## src/hdl/color_minmax_normalizer_top_defines.svh

```systemverilog
// assertion macros for the color min/max normalizer
`ifndef COLOR_MINMAX_NORMALIZER_TOP_DEFINES_SVH
`define COLOR_MINMAX_NORMALIZER_TOP_DEFINES_SVH

// same-cycle implication, clocked on clk_i, off during reset
`define CMN_ASSERT_SAME(lbl, ante, cons, msg) \
  lbl: assert property (@(posedge clk_i) disable iff (!rst_ni) (ante) |-> (cons)) \
    else $error(msg);

// next-cycle implication, clocked on clk_i, off during reset
`define CMN_ASSERT_NEXT(lbl, ante, cons, msg) \
  lbl: assert property (@(posedge clk_i) disable iff (!rst_ni) (ante) |=> (cons)) \
    else $error(msg);

`endif

```

## src/hdl/cmn_pkg.sv

```systemverilog
// shared constants, types and helpers of the color min/max normalizer
`timescale 1ns / 1ps

package cmn_pkg;

  localparam int unsigned CHANNELS    = 4;
  localparam int unsigned SAMPLE_BITS = 16;
  localparam int unsigned CH_IDX_W    = (CHANNELS > 1) ? $clog2(CHANNELS) : 1;
  localparam int unsigned STEP_W      = $clog2(SAMPLE_BITS);

  typedef logic [SAMPLE_BITS-1:0] level_t;
  typedef level_t [CHANNELS-1:0] level_vec_t;

  localparam level_t FULL_SCALE = {SAMPLE_BITS{1'b1}};

  typedef struct packed {
    level_t clear_level;
    level_t red_level;
    level_t green_level;
    level_t blue_level;
  } cmn_sample_t;

  typedef struct packed {
    level_t                clear_norm;
    level_t                red_norm;
    level_t                green_norm;
    level_t                blue_norm;
    logic [CHANNELS-1:0]   flat_mask;
  } cmn_result_t;

  // controller to datapath
  typedef struct packed {
    logic                load;
    logic                prime;
    logic                update;
    logic                ch_start;
    logic                div_step;
    logic                mult;
    logic                publish;
    logic [CH_IDX_W-1:0] ch_idx;
  } cmn_cmd_t;

  // datapath to controller
  typedef struct packed {
    logic out_free;
  } cmn_status_t;

  // channel order: clear, red, green, blue
  function automatic level_vec_t to_levels(cmn_sample_t s);
    level_vec_t v;
    v[0] = s.clear_level;
    v[1] = s.red_level;
    v[2] = s.green_level;
    v[3] = s.blue_level;
    return v;
  endfunction

  function automatic cmn_result_t to_result(level_vec_t n, logic [CHANNELS-1:0] f);
    cmn_result_t r;
    r.clear_norm = n[0];
    r.red_norm   = n[1];
    r.green_norm = n[2];
    r.blue_norm  = n[3];
    r.flat_mask  = f;
    return r;
  endfunction

endpackage

```

## src/hdl/cmn_if.sv

```systemverilog
// valid/ready stream interfaces for samples and results
`timescale 1ns / 1ps

interface cmn_sample_if;
  import cmn_pkg::*;
  logic        valid;
  logic        ready;
  cmn_sample_t data;
  modport source (output valid, output data, input ready);
  modport sink (input valid, input data, output ready);
endinterface

interface cmn_result_if;
  import cmn_pkg::*;
  logic        valid;
  logic        ready;
  cmn_result_t data;
  modport source (output valid, output data, input ready);
  modport sink (input valid, input data, output ready);
endinterface

```

## src/hdl/color_minmax_normalizer_top.sv

```systemverilog
// a primed sample updates min/max, then each channel is normalized; the priming sample gives none
// one shared radix-2 divider (16 steps per channel); no new sample until the result is handed off
// each channel runs span setup, 16 divide steps and one multiply, after the min/max update
// reset: rst_ni low clears the primed flag, the state machine and the output valid
// min/max registers hold no reset value; the first sample after reset loads them
`timescale 1ns / 1ps
`include "color_minmax_normalizer_top_defines.svh"

module color_minmax_normalizer_top (
  input  logic          clk_i,
  input  logic          rst_ni,
  cmn_sample_if.sink    sample_i,
  cmn_result_if.source  result_o
);
  import cmn_pkg::*;

  // command and status between the sequencer and the datapath
  cmn_cmd_t    cmd;
  cmn_status_t status;

  // datapath operations gathered for the overlap check
  logic [5:0]  cmd_ops;

  // sequencer: priming, min/max update, per-channel divide and multiply, result hand-off
  cmn_ctrl u_ctrl (
    .clk_i      (clk_i),
    .rst_ni     (rst_ni),
    .in_valid_i (sample_i.valid),
    .in_ready_o (sample_i.ready),
    .status_i   (status),
    .cmd_o      (cmd)
  );

  // datapath: the result register lets a new sample transfer in while a result waits
  cmn_datapath u_datapath (
    .clk_i       (clk_i),
    .rst_ni      (rst_ni),
    .cmd_i       (cmd),
    .sample_i    (sample_i.data),
    .res_ready_i (result_o.ready),
    .status_o    (status),
    .result_o    (result_o.data),
    .res_valid_o (result_o.valid)
  );

  assign cmd_ops = {cmd.load, cmd.update, cmd.ch_start, cmd.div_step, cmd.mult, cmd.publish};

  // a result is only written into a free output register
  `CMN_ASSERT_SAME(a_publish_free, cmd.publish, status.out_free, "result overwritten")

  // the datapath gets at most one operation per cycle
  `CMN_ASSERT_SAME(a_cmd_onehot, 1'b1, $onehot0(cmd_ops), "overlapping datapath commands")

  // the multiply always follows the last divide step
  `CMN_ASSERT_NEXT(a_div_then_mult, cmd.div_step, cmd.div_step || cmd.mult, "divide sequence broken")

endmodule

```

## src/hdl/cmn_ctrl.sv

```systemverilog
// sequencing state machine of the normalizer
`timescale 1ns / 1ps

module cmn_ctrl (
  input  logic                  clk_i,
  input  logic                  rst_ni,
  input  logic                  in_valid_i,
  output logic                  in_ready_o,
  input  cmn_pkg::cmn_status_t  status_i,
  output cmn_pkg::cmn_cmd_t     cmd_o
);
  import cmn_pkg::*;

  localparam logic [2:0] ST_IDLE   = 3'd0;
  localparam logic [2:0] ST_UPDATE = 3'd1;
  localparam logic [2:0] ST_START  = 3'd2;
  localparam logic [2:0] ST_DIV    = 3'd3;
  localparam logic [2:0] ST_MULT   = 3'd4;
  localparam logic [2:0] ST_EMIT   = 3'd5;

  localparam logic [CH_IDX_W-1:0] LAST_CH   = CH_IDX_W'(CHANNELS - 1);
  localparam logic [STEP_W-1:0]   LAST_STEP = STEP_W'(SAMPLE_BITS - 1);

  logic [2:0]          state_q, state_d;
  logic [CH_IDX_W-1:0] ch_q, ch_d;
  logic [STEP_W-1:0]   step_q, step_d;
  logic                primed_q, primed_d;

  assign in_ready_o = (state_q == ST_IDLE);

  always_comb begin
    state_d      = state_q;
    ch_d         = ch_q;
    step_d       = step_q;
    primed_d     = primed_q;
    cmd_o        = '0;
    cmd_o.ch_idx = ch_q;
    case (state_q)
      ST_IDLE: begin
        if (in_valid_i) begin
          cmd_o.load  = 1'b1;
          cmd_o.prime = !primed_q;
          primed_d    = 1'b1;
          if (primed_q) begin
            state_d = ST_UPDATE;
          end
        end
      end
      ST_UPDATE: begin
        cmd_o.update = 1'b1;
        ch_d         = '0;
        state_d      = ST_START;
      end
      ST_START: begin
        cmd_o.ch_start = 1'b1;
        step_d         = '0;
        state_d        = ST_DIV;
      end
      ST_DIV: begin
        cmd_o.div_step = 1'b1;
        step_d         = step_q + 1'b1;
        if (step_q == LAST_STEP) begin
          state_d = ST_MULT;
        end
      end
      ST_MULT: begin
        cmd_o.mult = 1'b1;
        if (ch_q == LAST_CH) begin
          state_d = ST_EMIT;
        end else begin
          ch_d    = ch_q + 1'b1;
          state_d = ST_START;
        end
      end
      ST_EMIT: begin
        if (status_i.out_free) begin
          cmd_o.publish = 1'b1;
          state_d       = ST_IDLE;
        end
      end
      default: begin
        state_d = ST_IDLE;
      end
    endcase
  end

  always_ff @(posedge clk_i or negedge rst_ni) begin
    if (!rst_ni) begin
      state_q  <= ST_IDLE;
      ch_q     <= '0;
      step_q   <= '0;
      primed_q <= 1'b0;
    end else begin
      state_q  <= state_d;
      ch_q     <= ch_d;
      step_q   <= step_d;
      primed_q <= primed_d;
    end
  end

endmodule

```

## src/hdl/cmn_datapath.sv

```systemverilog
// min/max store, serial divider, scaling multiplier and result register
`timescale 1ns / 1ps

module cmn_datapath (
  input  logic                  clk_i,
  input  logic                  rst_ni,
  input  cmn_pkg::cmn_cmd_t     cmd_i,
  input  cmn_pkg::cmn_sample_t  sample_i,
  input  logic                  res_ready_i,
  output cmn_pkg::cmn_status_t  status_o,
  output cmn_pkg::cmn_result_t  result_o,
  output logic                  res_valid_o
);
  import cmn_pkg::*;

  level_vec_t            in_vec;
  level_vec_t            lvl_q, low_q, high_q, norm_q;
  logic [CHANNELS-1:0]   flat_q;
  level_t                span_q, diff_q, rem_q, dvd_q;
  logic [SAMPLE_BITS:0]  trial, sub;
  logic                  fits;
  logic [2*SAMPLE_BITS-1:0] prod;
  cmn_result_t           res_q;
  logic                  res_valid_q;

  assign in_vec = to_levels(sample_i);

  // one restoring step: shift in the next dividend bit, subtract if it fits
  always_comb begin
    trial = {rem_q, dvd_q[SAMPLE_BITS-1]};
    sub   = trial - {1'b0, span_q};
    fits  = (trial >= {1'b0, span_q});
    prod  = diff_q * dvd_q;
  end

  always_ff @(posedge clk_i) begin
    if (cmd_i.load) begin
      lvl_q <= in_vec;
      if (cmd_i.prime) begin
        low_q  <= in_vec;
        high_q <= in_vec;
      end
    end
    if (cmd_i.update) begin
      for (int c = 0; c < CHANNELS; c++) begin
        if (lvl_q[c] < low_q[c]) begin
          low_q[c] <= lvl_q[c];
        end
        if (lvl_q[c] > high_q[c]) begin
          high_q[c] <= lvl_q[c];
        end
      end
    end
    if (cmd_i.ch_start) begin
      span_q               <= high_q[cmd_i.ch_idx] - low_q[cmd_i.ch_idx];
      diff_q               <= lvl_q[cmd_i.ch_idx] - low_q[cmd_i.ch_idx];
      flat_q[cmd_i.ch_idx] <= (high_q[cmd_i.ch_idx] == low_q[cmd_i.ch_idx]);
      rem_q                <= '0;
      dvd_q                <= FULL_SCALE;
    end
    if (cmd_i.div_step) begin
      rem_q <= fits ? sub[SAMPLE_BITS-1:0] : trial[SAMPLE_BITS-1:0];
      dvd_q <= {dvd_q[SAMPLE_BITS-2:0], fits};
    end
    if (cmd_i.mult) begin
      // quotient sits in dvd_q; zero range forces zero
      norm_q[cmd_i.ch_idx] <= flat_q[cmd_i.ch_idx] ? '0 : prod[SAMPLE_BITS-1:0];
    end
    if (cmd_i.publish) begin
      res_q <= to_result(norm_q, flat_q);
    end
  end

  always_ff @(posedge clk_i or negedge rst_ni) begin
    if (!rst_ni) begin
      res_valid_q <= 1'b0;
    end else if (cmd_i.publish) begin
      res_valid_q <= 1'b1;
    end else if (res_ready_i) begin
      res_valid_q <= 1'b0;
    end
  end

  assign status_o.out_free = !res_valid_q || res_ready_i;
  assign result_o          = res_q;
  assign res_valid_o       = res_valid_q;

endmodule

```

## src/flat_wrapper.sv

```systemverilog
// flat-port wrapper written by rule: the top's interface ports become plain ports
module color_minmax_normalizer_top_flat import cmn_pkg::*;
  (clk_i, rst_ni, sample_i_valid, sample_i_data, sample_i_ready, result_o_valid, result_o_data, result_o_ready);
  cmn_sample_if sample_i_i ();
  cmn_result_if result_o_i ();
  input  logic clk_i;
  input  logic rst_ni;
  input wire logic [$bits(sample_i_i.valid)-1:0] sample_i_valid;
  input wire logic [$bits(sample_i_i.data)-1:0] sample_i_data;
  output wire logic [$bits(sample_i_i.ready)-1:0] sample_i_ready;
  output wire logic [$bits(result_o_i.valid)-1:0] result_o_valid;
  output wire logic [$bits(result_o_i.data)-1:0] result_o_data;
  input wire logic [$bits(result_o_i.ready)-1:0] result_o_ready;
  assign sample_i_i.valid = sample_i_valid;
  assign sample_i_i.data = sample_i_data;
  assign sample_i_ready = sample_i_i.ready;
  assign result_o_valid = result_o_i.valid;
  assign result_o_data = result_o_i.data;
  assign result_o_i.ready = result_o_ready;
  color_minmax_normalizer_top u_core (.clk_i(clk_i), .rst_ni(rst_ni), .sample_i(sample_i_i), .result_o(result_o_i));
endmodule
```

## config.mk

```make
export PLATFORM = sky130hd
export DESIGN_NAME = color_minmax_normalizer_top_flat
export DESIGN_NICKNAME = d
export VERILOG_FILES = /design/src/hdl/cmn_pkg.sv /design/src/hdl/cmn_if.sv /design/src/hdl/color_minmax_normalizer_top.sv /design/src/hdl/cmn_ctrl.sv /design/src/hdl/cmn_datapath.sv /design/src/flat_wrapper.sv
export VERILOG_INCLUDE_DIRS = /design/src /design/src/hdl
export SDC_FILE = /design/constraint.sdc
export NUM_CORES = 1
export LEC_CHECK = 0
export BUFFER_PORTS_ARGS = -buffer_cell sky130_fd_sc_hd__buf_2
export CAP_MARGIN = 10
export CORE_ASPECT_RATIO = 0.8
export CORE_MARGIN = 2
export CORE_UTILIZATION = 50
export CTS_CLUSTER_DIAMETER = 40
export DETAILED_ROUTE_END_ITERATION = 16
export HOLD_SLACK_MARGIN = 0.15
export PLACE_DENSITY = 0.67
export SLEW_MARGIN = 30
export SYNTH_ARGS = -nofsm -noshare
export SYNTH_HDL_FRONTEND = slang
export SYNTH_SLANG_ARGS = --single-unit
```

## constraint.sdc

```tcl
create_clock -name clk_i -period 16.1 [get_ports clk_i]
set_input_delay 2.415 -clock clk_i [delete_from_list [all_inputs] [get_ports clk_i]]
set_output_delay 2.415 -clock clk_i [all_outputs]
set_load 0.01 [all_outputs]
```

==> impl_summary.log <==
[metrics] crit-path most repeated cell: sky130_fd_sc_hd__fa_1
[metrics] wire length of the first global-routing pass: 94.8 mm
[metrics] number of endpoints failing setup at the final stage: 0
[metrics] Crit. End Element: flop
[metrics] sequential element share of the synthesized area: between 40% and 50%
[metrics] remaining routing DRC violations: 0
[metrics] CP Data Required Time: about 16 ns
[metrics] maximum fanout count along the critical path: 11
[metrics] headroom to the max-slew limit: 35.4%
[metrics] register clock-pin slew on the reported worst setup and hold paths: ~0.06 ns
[metrics] Placement Cell Area: 25,800 µm²
[metrics] cell with the biggest individual delay on the critical path: sky130_fd_sc_hd__fa_1
[metrics] number of storage elements in the synthesis netlist: 403
[metrics] Avg Cell Area, Syn: 11.3 µm²
[metrics] Starting Density: 50.6%
[metrics] number of DRC markers after the initial detailed-route iteration: 1,167
[metrics] IO Port Bufs: 137
[metrics] DR vias: 16,800
[metrics] relative area change from synthesis to final layout: 13.4%
[metrics] run status: finished clean
[metrics] Max Buffers Root-to-Sink: 3
[metrics] Die Outline Area: around 51,000 µm²
[metrics] final design area excluding fillers: 27,800 µm²
[metrics] max frequency: about 170 MHz
[metrics] final weighted congestion of routability-driven global placement: 0.904
[metrics] cell class contributing the biggest share of worst-path delay: adder cells
[metrics] clock sinks: around 400
[metrics] unrepaired setup endpoints after global routing: no
[metrics] Fin Clk Skew: ~0.046 ns
[metrics] async set or reset register ratio after synthesis: 2.73%
[metrics] CP Launch Type: flop
[metrics] y dimension of the die: 202 µm
[metrics] Total Wirelength: around 60 mm
[metrics] ports placed on the boundary: 138
[metrics] total congestion overflow after global routing: 0
[metrics] cells after synthesis: 2,171
[metrics] sum of negative setup slack: 0 ns
[metrics] top cells by area in the synthesized netlist: sky130_fd_sc_hd__edfxtp_1, sky130_fd_sc_hd__ha_1, sky130_fd_sc_hd__dfxtp_1, sky130_fd_sc_hd__fa_1, sky130_fd_sc_hd__mux2_2
[metrics] maximum level of the CTS H-tree: 2
[metrics] WL per Instance: around 20 µm
[metrics] DPL Wire Length: 44.9 mm
[metrics] worst path buffer plus inverter count: 4
[metrics] critical path type: reg -> reg
[metrics] final clock period utilization by the worst path: 36.8%
[metrics] arrival time at the worst endpoint: 6.27 ns
[metrics] area of the core: around 48,000 µm²
[metrics] largest stage delay on the critical path: between 0.5 and 0.6 ns
[metrics] post-layout utilization of the core: between 50% and 60%
[metrics] critical path startpoint: u_core.u_datapath.diff_q[5]$_DFFE_PP_
[metrics] count of cells resized by post-cts repair: 0
[metrics] final slew viol count: 0
[metrics] leading area contributor after synthesis: sky130_fd_sc_hd__edfxtp_1
[metrics] fraction of synthesized cell area taken by the top area cell type: 32.4%
[metrics] setup repair bufs after CTS: 0
[metrics] nets@finish: 2,691
[metrics] clock insertion delay at the later pin of the skew report: 0.63 ns
[metrics] post-synthesis compound-gate area fraction: 9.97%
[metrics] share of layout cells above drive strength 1: 19.9%
[metrics] xor/xnor cell area share of the yosys netlist: approximately 2.4%
[metrics] largest net degree at the start of global routing: 96
[metrics] Most used DFF post-synth: sky130_fd_sc_hd__edfxtp_1
[metrics] Fill cells: 3,973
[metrics] area occupied by multi-input gates: between 10,000 and 15,000 µm²
[metrics] Avg Vias per Cell: 5.62
[metrics] largest family of logic cells by synthesized area: adder cells
[metrics] number of distinct library cells after synthesis: 76
[metrics] cell chain of the critical path: and2_1 -> fa_1 -> inv_1 -> fa_1 -> fa_1 -> fa_1 -> inv_1 -> fa_1 -> inv_1 -> fa_1 -> inv_1 -> ha_1 -> a21oi_1 -> nor2b_1 -> a41o_1 -> a211o_1 -> a21oi_1 -> xor2_1 -> nor2_1
[metrics] adder-cell share of the synthesized area: 18.2%
[metrics] Die W: around 250 µm
[metrics] total iterations of the first detailed-routing run: 5
[metrics] antenna violations before repair: 0
[metrics] Netlist Area Pre-Place: around 24,000 µm²
[metrics] final hold violation count: 0
[metrics] minimum clock period after layout: 5.93 ns
[metrics] most used standard cells in the synthesized netlist: sky130_fd_sc_hd__inv_1, sky130_fd_sc_hd__edfxtp_1, sky130_fd_sc_hd__ha_1
[metrics] origin of the worst min-delay path: u_core.u_datapath.norm_q[41]$_DFFE_PP_
[metrics] TritonCTS clock tree: done
[metrics] Root Driver: sky130_fd_sc_hd__clkbuf_16
[metrics] Max Cap Viol: 0
[metrics] Post-DRT Antenna Nets: 0
[metrics] total area of sequential cells: 10,800 µm²
[metrics] worst hold-check path type: reg -> reg
[metrics] total of hold buffers inserted after clock tree synthesis: 0
[metrics] mux contribution to synthesized area: a little over a tenth
[metrics] most repeated cell in the gate-level netlist after synthesis: sky130_fd_sc_hd__inv_1
[metrics] simple-gate share of the synthesized area: 9.37%
[metrics] number of warnings printed during yosys synthesis: 0
[metrics] slew at the pin closest to its max-slew limit: a little under 1 ns
[metrics] EDFF count, synth: 264
[metrics] nets in the synthesized netlist: 2,546
[metrics] cts bufs inserted: 57
[metrics] number of global-route vias before repair: ~17,000
[metrics] launch point of the worst reg-to-reg path: u_core.u_datapath.diff_q[5]$_DFFE_PP_
[metrics] standard-cell row count: 72
[metrics] Total Routing Usage GR: 23.9%
## kinds of logic (layout without fill, tap and decap cells)
family / count (synthesis) / after routing
xor gates and xnor gates: 66 / 66
adders and majority gates: 307 / 307
AOI/OAI and AO/OA: 386 / 386
buffers and inverters: 355 / 549
and+or+nand+nor: 474 / 474
muxes: 180 / 180
other: 0 / 1
DFF: 403 / 403
## worst reg2reg max path: stages, from the launching register on
cell and delay (ns):
sky130_fd_sc_hd__edfxtp_1 0.56, sky130_fd_sc_hd__and2_1 0.24, sky130_fd_sc_hd__fa_1 0.53, sky130_fd_sc_hd__inv_1 0.05
sky130_fd_sc_hd__fa_1 0.57, sky130_fd_sc_hd__fa_1 0.44, sky130_fd_sc_hd__fa_1 0.49, sky130_fd_sc_hd__inv_1 0.06
sky130_fd_sc_hd__fa_1 0.53, sky130_fd_sc_hd__inv_1 0.06, sky130_fd_sc_hd__fa_1 0.52, sky130_fd_sc_hd__inv_1 0.04
sky130_fd_sc_hd__ha_1 0.36, sky130_fd_sc_hd__a21oi_1 0.21, sky130_fd_sc_hd__nor2b_1 0.10, sky130_fd_sc_hd__a41o_1 0.22
sky130_fd_sc_hd__a211o_1 0.27, sky130_fd_sc_hd__a21oi_1 0.18, sky130_fd_sc_hd__xor2_1 0.16, sky130_fd_sc_hd__nor2_1 0.08
## sequential cells by signal, summed over array words and instances, names as in the netlist
| register | flops |
|---|---|
| u_core.u_datapath.res_valid_o | 1 |
| u_core.u_ctrl.state_q | 3 |
| u_core.u_datapath.span_q | 16 |
| u_core.u_datapath.dvd_q | 16 |
| u_core.u_datapath.lvl_q | 64 |
| u_core.u_datapath.high_q | 64 |
| u_core.u_datapath.low_q | 64 |
| u_core.u_datapath.result_o | 68 |
| u_core.u_datapath.flat_q | 4 |
| u_core.u_ctrl.step_q | 4 |
| u_core.u_datapath.norm_q | 64 |
| u_core.u_ctrl.primed_q | 1 |
| u_core.u_datapath.diff_q | 16 |
| u_core.u_ctrl.ch_q | 2 |
| u_core.u_datapath.rem_q | 16 |
## worst paths after layout
| check | endpoint | slack (ns) | cells past startpoint |
|---|---|---|---|
| min | u_core.u_datapath.result_o[29]$_DFFE_PP_ | 0.41 | 0 |
| max in group asynchronous | u_core.u_ctrl.ch_q[0]$_DFFE_PN0P_ | 14.18 | 1 |
| min in group asynchronous | u_core.u_ctrl.primed_q$_DFFE_PN0P_ | 1.66 | 1 |
| max | u_core.u_datapath.norm_q[46]$_DFFE_PP_ | 10.17 | 19 |
| max reg2reg | u_core.u_datapath.norm_q[46]$_DFFE_PP_ | 10.17 | 19 |
| min reg2reg | u_core.u_datapath.result_o[29]$_DFFE_PP_ | 0.41 | 0 |
## metal layers
layer | wire length (µm) | GRT usage [%] | vias up
met2 | 27800 | 38.4 | 443
met5 | 0 | 0 | -
li1 | - | - | 7938
met4 | 1330 | 6.42 | 0
met1 | 27400 | 33.9 | 8358
met3 | 3110 | 3.64 | 87
## area by class of cell
cell class                      count  share of cell area [%]
Clock inverter                     43                    1.64
Inverter                          288                    3.89
Clock buffer                       65                    5.35
Sequential cell                   403                    38.8
Antenna cell                        1                 0.00901
Multi-Input combinational cell   1413                    44.5
Tap cell                          629                    2.83
Timing Repair Buffer              153                    2.93
## per-stage QoR
step / hold WS, ns / std cells / worst slack (ns)
floorplan: 0.400 / 2171 / 10.52
global placement: 0.403 / 2886 / 10.33
detailed placement: 0.405 / 2886 / 10.19
CTS: 0.406 / 2994 / 10.18
global route: 0.405 / 2994 / 9.92
finish: 0.406 / 2995 / 10.17
## cell usage in the layout (no fill, tap or decap), drive strengths merged, types with 25 or more instances in the layout
cell	netlist	final
ha	224	224
and2	77	77
a21o	39	39
clkbuf	45	65
fa	83	83
dfxtp	128	128
mux4	49	49
nand4	26	26
buf	22	153
nor3	25	25
a21oi	62	62
o21ai	176	176
o21a	26	26
nand2	184	184
inv	288	301
mux2	122	122
xnor2	54	54
edfxtp	264	264
nor2	78	78
Power is left out: the tool's default activity adds up to more than one toggle a clock period on the data nets, which glitch-free logic cannot reach.
